`src/sv/domain_name_decompressor_assert.svh`:
```
// assertion helpers used by the decompressor walker
`ifndef DOMAIN_NAME_DECOMPRESSOR_ASSERT_SVH
`define DOMAIN_NAME_DECOMPRESSOR_ASSERT_SVH

// same-cycle implication, disabled while reset is low
`define DND_ASSERT_IMPLY(lbl, clk, rstn, ante, cons) \
    lbl: assert property (@(posedge clk) disable iff (!(rstn)) (ante) |-> (cons)) \
        else $error("dnd check failed");

// next-cycle implication, disabled while reset is low
`define DND_ASSERT_NEXT(lbl, clk, rstn, ante, cons) \
    lbl: assert property (@(posedge clk) disable iff (!(rstn)) (ante) |=> (cons)) \
        else $error("dnd check failed");

`endif

```
`src/sv/dnd_pkg.sv`:
```
// ----------------------------------------------------------------------------
// dnd_pkg
// shared types and constants of the domain name decompressor
// ----------------------------------------------------------------------------
package dnd_pkg;

    localparam int ADDR_W   = 9;   // address field of an input item
    localparam int LEN_W    = 10;  // loaded length, up to 512
    localparam int POS_W    = 15;  // walk position, pointer targets are 14 bits
    localparam int CHUNK_W  = 64;
    localparam int COUNT_W  = 4;
    localparam int RESUME_W = 10;
    localparam int STATUS_W = 2;
    localparam int NAME_W   = 8;   // character count and char buffer index
    localparam int CBUF_DEPTH = 256;

    localparam logic [7:0] LABEL_MAX     = 8'd63;
    localparam logic [7:0] PTR_LOW_MASK  = 8'h3F;
    localparam logic [9:0] NAME_WIRE_MAX = 10'd255;
    localparam logic [7:0] END_BYTE      = 8'd0;

    localparam logic ACT_LOAD   = 1'b0;
    localparam logic ACT_DECODE = 1'b1;

    localparam logic [STATUS_W-1:0] ST_OK    = 2'd0;
    localparam logic [STATUS_W-1:0] ST_RANGE = 2'd1;
    localparam logic [STATUS_W-1:0] ST_HOPS  = 2'd2;
    localparam logic [STATUS_W-1:0] ST_LONG  = 2'd3;

    typedef enum logic {
        K_LOAD,
        K_DECODE
    } t_kind;

    typedef struct packed {
        t_kind              kind;
        logic [ADDR_W-1:0]  address;
        logic [7:0]         data_byte;
    } t_item;

    // handoff from the front queue to the walker
    typedef struct packed {
        logic  valid;
        t_item item;
    } t_queue_head;

    typedef enum logic [3:0] {
        S_IDLE,
        S_CHECK,
        S_LEN,
        S_CHR,
        S_PTR,
        S_EMIT_START,
        S_EMIT_ACC,
        S_EMIT_OUT,
        S_ERR_OUT
    } t_walk_state;

endpackage

```
`src/sv/dnd_front.sv`:
```
// ----------------------------------------------------------------------------
// dnd_front
// accepts input items, classifies them and queues them for the walker
// ----------------------------------------------------------------------------
module dnd_front #(
    parameter int BUFFER_BYTES = 512
) (
    input  logic                      i_clk,
    input  logic                      i_rst_n,
    input  logic                      i_valid,
    output logic                      o_ready,
    input  logic                      i_action,
    input  logic [dnd_pkg::ADDR_W-1:0] i_address,
    input  logic [7:0]                i_data_byte,
    output dnd_pkg::t_queue_head      o_head,
    input  logic                      i_pop
);

    localparam int DEPTH = 2;

    dnd_pkg::t_item r_fifo [DEPTH];
    logic           r_wr_ptr, n_wr_ptr;
    logic           r_rd_ptr, n_rd_ptr;
    logic [1:0]     r_count, n_count;

    dnd_pkg::t_item w_item;
    logic           w_keep;
    logic           w_push;
    logic           w_pop;

    always_comb begin
        w_item.kind      = (i_action == dnd_pkg::ACT_DECODE) ? dnd_pkg::K_DECODE
                                                             : dnd_pkg::K_LOAD;
        w_item.address   = i_address;
        w_item.data_byte = i_data_byte;
    end

    // loads past the store are taken and dropped here
    assign w_keep  = (w_item.kind == dnd_pkg::K_DECODE) ||
                     (32'(i_address) < BUFFER_BYTES);
    assign o_ready = (r_count != 2'(DEPTH));
    assign w_push  = i_valid && o_ready && w_keep;
    assign w_pop   = i_pop && (r_count != 2'd0);

    assign o_head.valid = (r_count != 2'd0);
    assign o_head.item  = r_fifo[r_rd_ptr];

    always_comb begin
        n_wr_ptr = w_push ? ~r_wr_ptr : r_wr_ptr;
        n_rd_ptr = w_pop ? ~r_rd_ptr : r_rd_ptr;
        n_count  = r_count + {1'b0, w_push} - {1'b0, w_pop};
    end

    always_ff @(posedge i_clk) begin
        if (!i_rst_n) begin
            r_wr_ptr <= 1'b0;
            r_rd_ptr <= 1'b0;
            r_count  <= 2'd0;
        end else begin
            r_wr_ptr <= n_wr_ptr;
            r_rd_ptr <= n_rd_ptr;
            r_count  <= n_count;
        end
    end

    always_ff @(posedge i_clk) begin
        if (w_push) begin
            r_fifo[r_wr_ptr] <= w_item;
        end
    end

endmodule

```
`config.mk`:
```
export PLATFORM = sky130hd
export DESIGN_NAME = dnd_front
export DESIGN_NICKNAME = d
export VERILOG_FILES = /design/src/sv/domain_name_decompressor_assert.svh /design/src/sv/dnd_pkg.sv /design/src/sv/dnd_front.sv
export SDC_FILE = /design/constraint.sdc
export NUM_CORES = 1
export LEC_CHECK = 0
export ABC_CLOCK_PERIOD_IN_PS = 4700
export BUFFER_PORTS_ARGS = -buffer_cell sky130_fd_sc_hd__buf_2
export CAP_MARGIN = 20
export CELL_PAD_IN_SITES_DETAIL_PLACEMENT = 1
export CELL_PAD_IN_SITES_GLOBAL_PLACEMENT = 1
export CORE_MARGIN = 4
export CORE_UTILIZATION = 48
export CTS_BUF_LIST = sky130_fd_sc_hd__clkbuf_4
export CTS_CLUSTER_SIZE = 16
export DETAILED_ROUTE_END_ITERATION = 6
export PLACE_DENSITY_LB_ADDON = 0.08
export REMOVE_ABC_BUFFERS = 1
export SKIP_LAST_GASP = 1
export SYNTH_ARGS = -nofsm -noshare
export SYNTH_HDL_FRONTEND = slang
export SYNTH_SLANG_ARGS = --single-unit
```
`constraint.sdc`:
```
create_clock -name i_clk -period 4.7 [get_ports i_clk]
set_input_delay 0 -clock i_clk [delete_from_list [all_inputs] [get_ports i_clk]]
set_output_delay 0 -clock i_clk [all_outputs]
set_load 0.01 [all_outputs]
```
==> impl_metrics.py <==
metrics = {
    "status": {
        "outcome": "finished clean",
    },
    "sta": {
        "maxSlewViolCount": 0,
        "min_period_ns": 1.93,
        "rsz0062_at_grt": "no",
        "skew_ns": 0.0113,
        "slew_headroom_pct": 32.8,
        "fmax_mhz": 519,
        "hold_violations": 0,
        "setup_violations": 0,
        "fin_tns_setup_ns": 0,
        "worstMarginPinSlew_ns": 1.01,
        "fin_crit_sh_pct": 41.0,
    },
    "logic_synthesis": {
        "syn_area_per_cell_sq_um": 19.8,
        "synthDistinctLibCells": 18,
        "synth-seq-cells": 41,
        "yosysTopAreaCellShare_pct": 68.1,
        "netlist_area_sq_um": 1590,
        "yosysTopAreaCell": "edfxtp_1",
        "synth_area_leaders": "edfxtp_1 68%, mux2_4 9.5%, dfxtp_1 6.3%",
        "synth_cells": 80,
        "seq_area_frac_synth_pct": 74.4,
        "ys_warn_count": 0,
    },
    "die": {
        "start_util_pct": 51.2,
        "ios": 42,
        "die_h_um": 65.5,
        "die_area_sq_um": 4290,
        "rows": 20,
        "die-width_um": 65.5,
        "coreArea_sq_um": 3100,
    },
    "detailed_routing": {
        "wl_met2_um": 1680,
        "met1Wirelength_um": 1130,
        "routed_via_density": 4.78,
        "vias": 913,
        "drtIter0Drc": 44,
        "wl_per_cell_um": 15.8,
        "routed_wl_um": 3020,
        "firstDrtPassIters": 4,
        "dr_wl_met3_um": 197,
        "top_layer": "met4",
        "ant_nets": 0,
        "drc": 0,
    },
    "critical_path": {
        "slowest_stage": "dfxtp_1",
        "r2r-end": "r_fifo[0][4]$_DFFE_PP_",
        "cp_max_fo": 18,
        "path_class": "flop to output pin",
        "cp.required_ns": 4.70,
        "r2r_start": "r_count[0]$_SDFF_PN0_",
        "reg2reg_slack_ns": 2.91,
        "reg2reg_depth": 3,
        "crit_arrival_ns": 1.93,
        "end_kind": "output pin",
        "critical_path.max_stage_delay_ns": 1.00,
        "crit_path_start_kind": "flop",
        "crit_path_cell_trace": "mux2_2 > buf_2",
    },
    "cells_and_area": {
        "nets": 170,
        "antenna_cells": 0,
        "final_cells": 191,
        "final_common_cell": "buf_2",
        "final_cell_mix": "41 x buf_2, 36 x edfxtp_1, 20 x dlygate4sd3_1",
        "fin_area_sq_um": 2080,
        "fillCellCount": 319,
        "fin_util_pct": 67.0,
        "layout-drive-gt1-share_pct": 47.6,
        "syn2layout_area_growth_pct": 31.0,
    },
    "run": {
        "drv_cap": 0,
    },
    "clock_tree": {
        "ctsRootBufferMaster": "clkbuf_4",
        "cts_hold_buf": 20,
        "worstSkewPairLatency_ns": 0.34,
        "clkTransAtPathRegs_ns": 0.12,
        "post_cts_resized": 0,
        "cts_max_path_buffers": 2,
        "cts_buffers": 5,
        "cts_max_level": 2,
        "cts_setup_buffers": 0,
        "cts_tree": "built",
        "cts_num_sinks": 41,
    },
    "worst_hold_path": {
        "hold-path-endpoint": "r_rd_ptr$_SDFFE_PN0P_",
        "min_path_cells": 4,
        "hold_start": "i_pop",
        "holdCritPathClass": "primary input to flop",
    },
    "power": {
        "finalPower_mw": 0.957,
        "powerDensity_nw_per_um2": 460,
        "ir_worst_vdd_mv": 0.274,
        "leakage_nw": 0.826,
    },
    "grt": {
        "grt_overflow": 0,
        "gr-usage-all-layers_pct": 16.6,
        "grt_antenna_before_repair": 0,
        "grt_max_degree": 19,
        "grt_pass1_vias": 1017,
        "grt_pass1_wl_um": 4980,
    },
    "placed_design": {
        "dp_cells": 163,
        "dpl.hpwl_um": 1820,
        "place_area_sq_um": 1820,
        "gp_congestion": 0.624,
        "numPortBuffers": 41,
    },
}
## routing by layer
layer | up-vias | global-route usage, %
li1 | 431 | -
met1 | 448 | 17.2
met2 | 32 | 29.3
met3 | 2 | 8.03
met4 | 0 | 5.44
met5 | - | 0
## sequential cells by signal, indices dropped and copies added (netlist names), named ones only
signal and flops:
r_fifo 36, r_count 2, r_rd_ptr 1, r_wr_ptr 1
## worst max-delay path, delay by kind of cell (launching register included)
kind | cells | cell delay (ns)
multiplexers | 1 | 0.42
flip-flops | 1 | 1.00
buffers and inverters | 1 | 0.15
## cell families (layout without fill, tap and decap cells)
group	after synthesis	in the layout	synth area share, %
adder cells (fa/ha/maj)	2	2	1.58
flip-flops	41	41	74.4
multiplexers	19	19	15.8
AND/OR/NAND/NOR	11	11	3.86
AO/OA/AOI/OAI	1	1	0.552
XOR/XNOR	3	3	1.66
buffers and inverters	3	70	2.21
## stage by stage
step,hold WS [ns],setup WS [ns]
floorplan,0.0989,2.87
global placement,0.189,2.99
detailed placement,0.194,2.88
CTS,0.0814,2.72
global route,0.0847,2.65
finish,0.0944,2.77
## cell type report
| cell class | instances | area (sq um) | share of cell area (%) |
|---|---|---|---|
| clock buffers | 8 | 60.1 | 2.89 |
| repair buffers | 61 | 405 | 19.5 |
| inverters | 1 | 3.75 | 0.181 |
| well taps | 44 | 55.1 | 2.65 |
| flip-flops and latches | 41 | 1180 | 56.8 |
| multi-input cells | 36 | 374 | 18.0 |
## worst max path at each step
stage	startpoint	endpoint	slack [ns]
6_report	flop	o_head[4]	2.77
5_1_grt	flop	o_head[4]	2.65
4_1_cts	flop	o_head[4]	2.72
3_5_place_dp	r_count[0]$_SDFF_PN0_	r_fifo[0][1]$_DFFE_PP_	2.88
3_3_place_gp	r_count[0]$_SDFF_PN0_	r_fifo[0][16]$_DFFE_PP_	2.99
2_1_floorplan	r_count[0]$_SDFF_PN0_	r_fifo[0][0]$_DFFE_PP_	2.87
## Yosys cell counts
| cell type | number |
|---|---|
| mux2_4 | 10 |
| buf_12 | 1 |
| nor2_1 | 1 |
| xnor2_1 | 3 |
| or2_2 | 1 |
| and3_1 | 1 |
| buf_6 | 1 |
| mux2_2 | 8 |
| nand2b_1 | 2 |
| and2_1 | 2 |
| o21a_2 | 1 |
| nand2_1 | 2 |
| ha_1 | 2 |
| edfxtp_1 | 36 |
| dfxtp_1 | 5 |
| mux2i_1 | 1 |
| inv_1 | 1 |
| nor2b_1 | 2 |
## power breakdown
part	internal [mW]	leakage (nW)	switching, mW
registers	0.460	0.378	0.0438
clock network	0.0771	0.0368	0.104
logic	0.153	0.412	0.118
total	0.691	0.826	0.266
(Power assumes the default switching activity.)
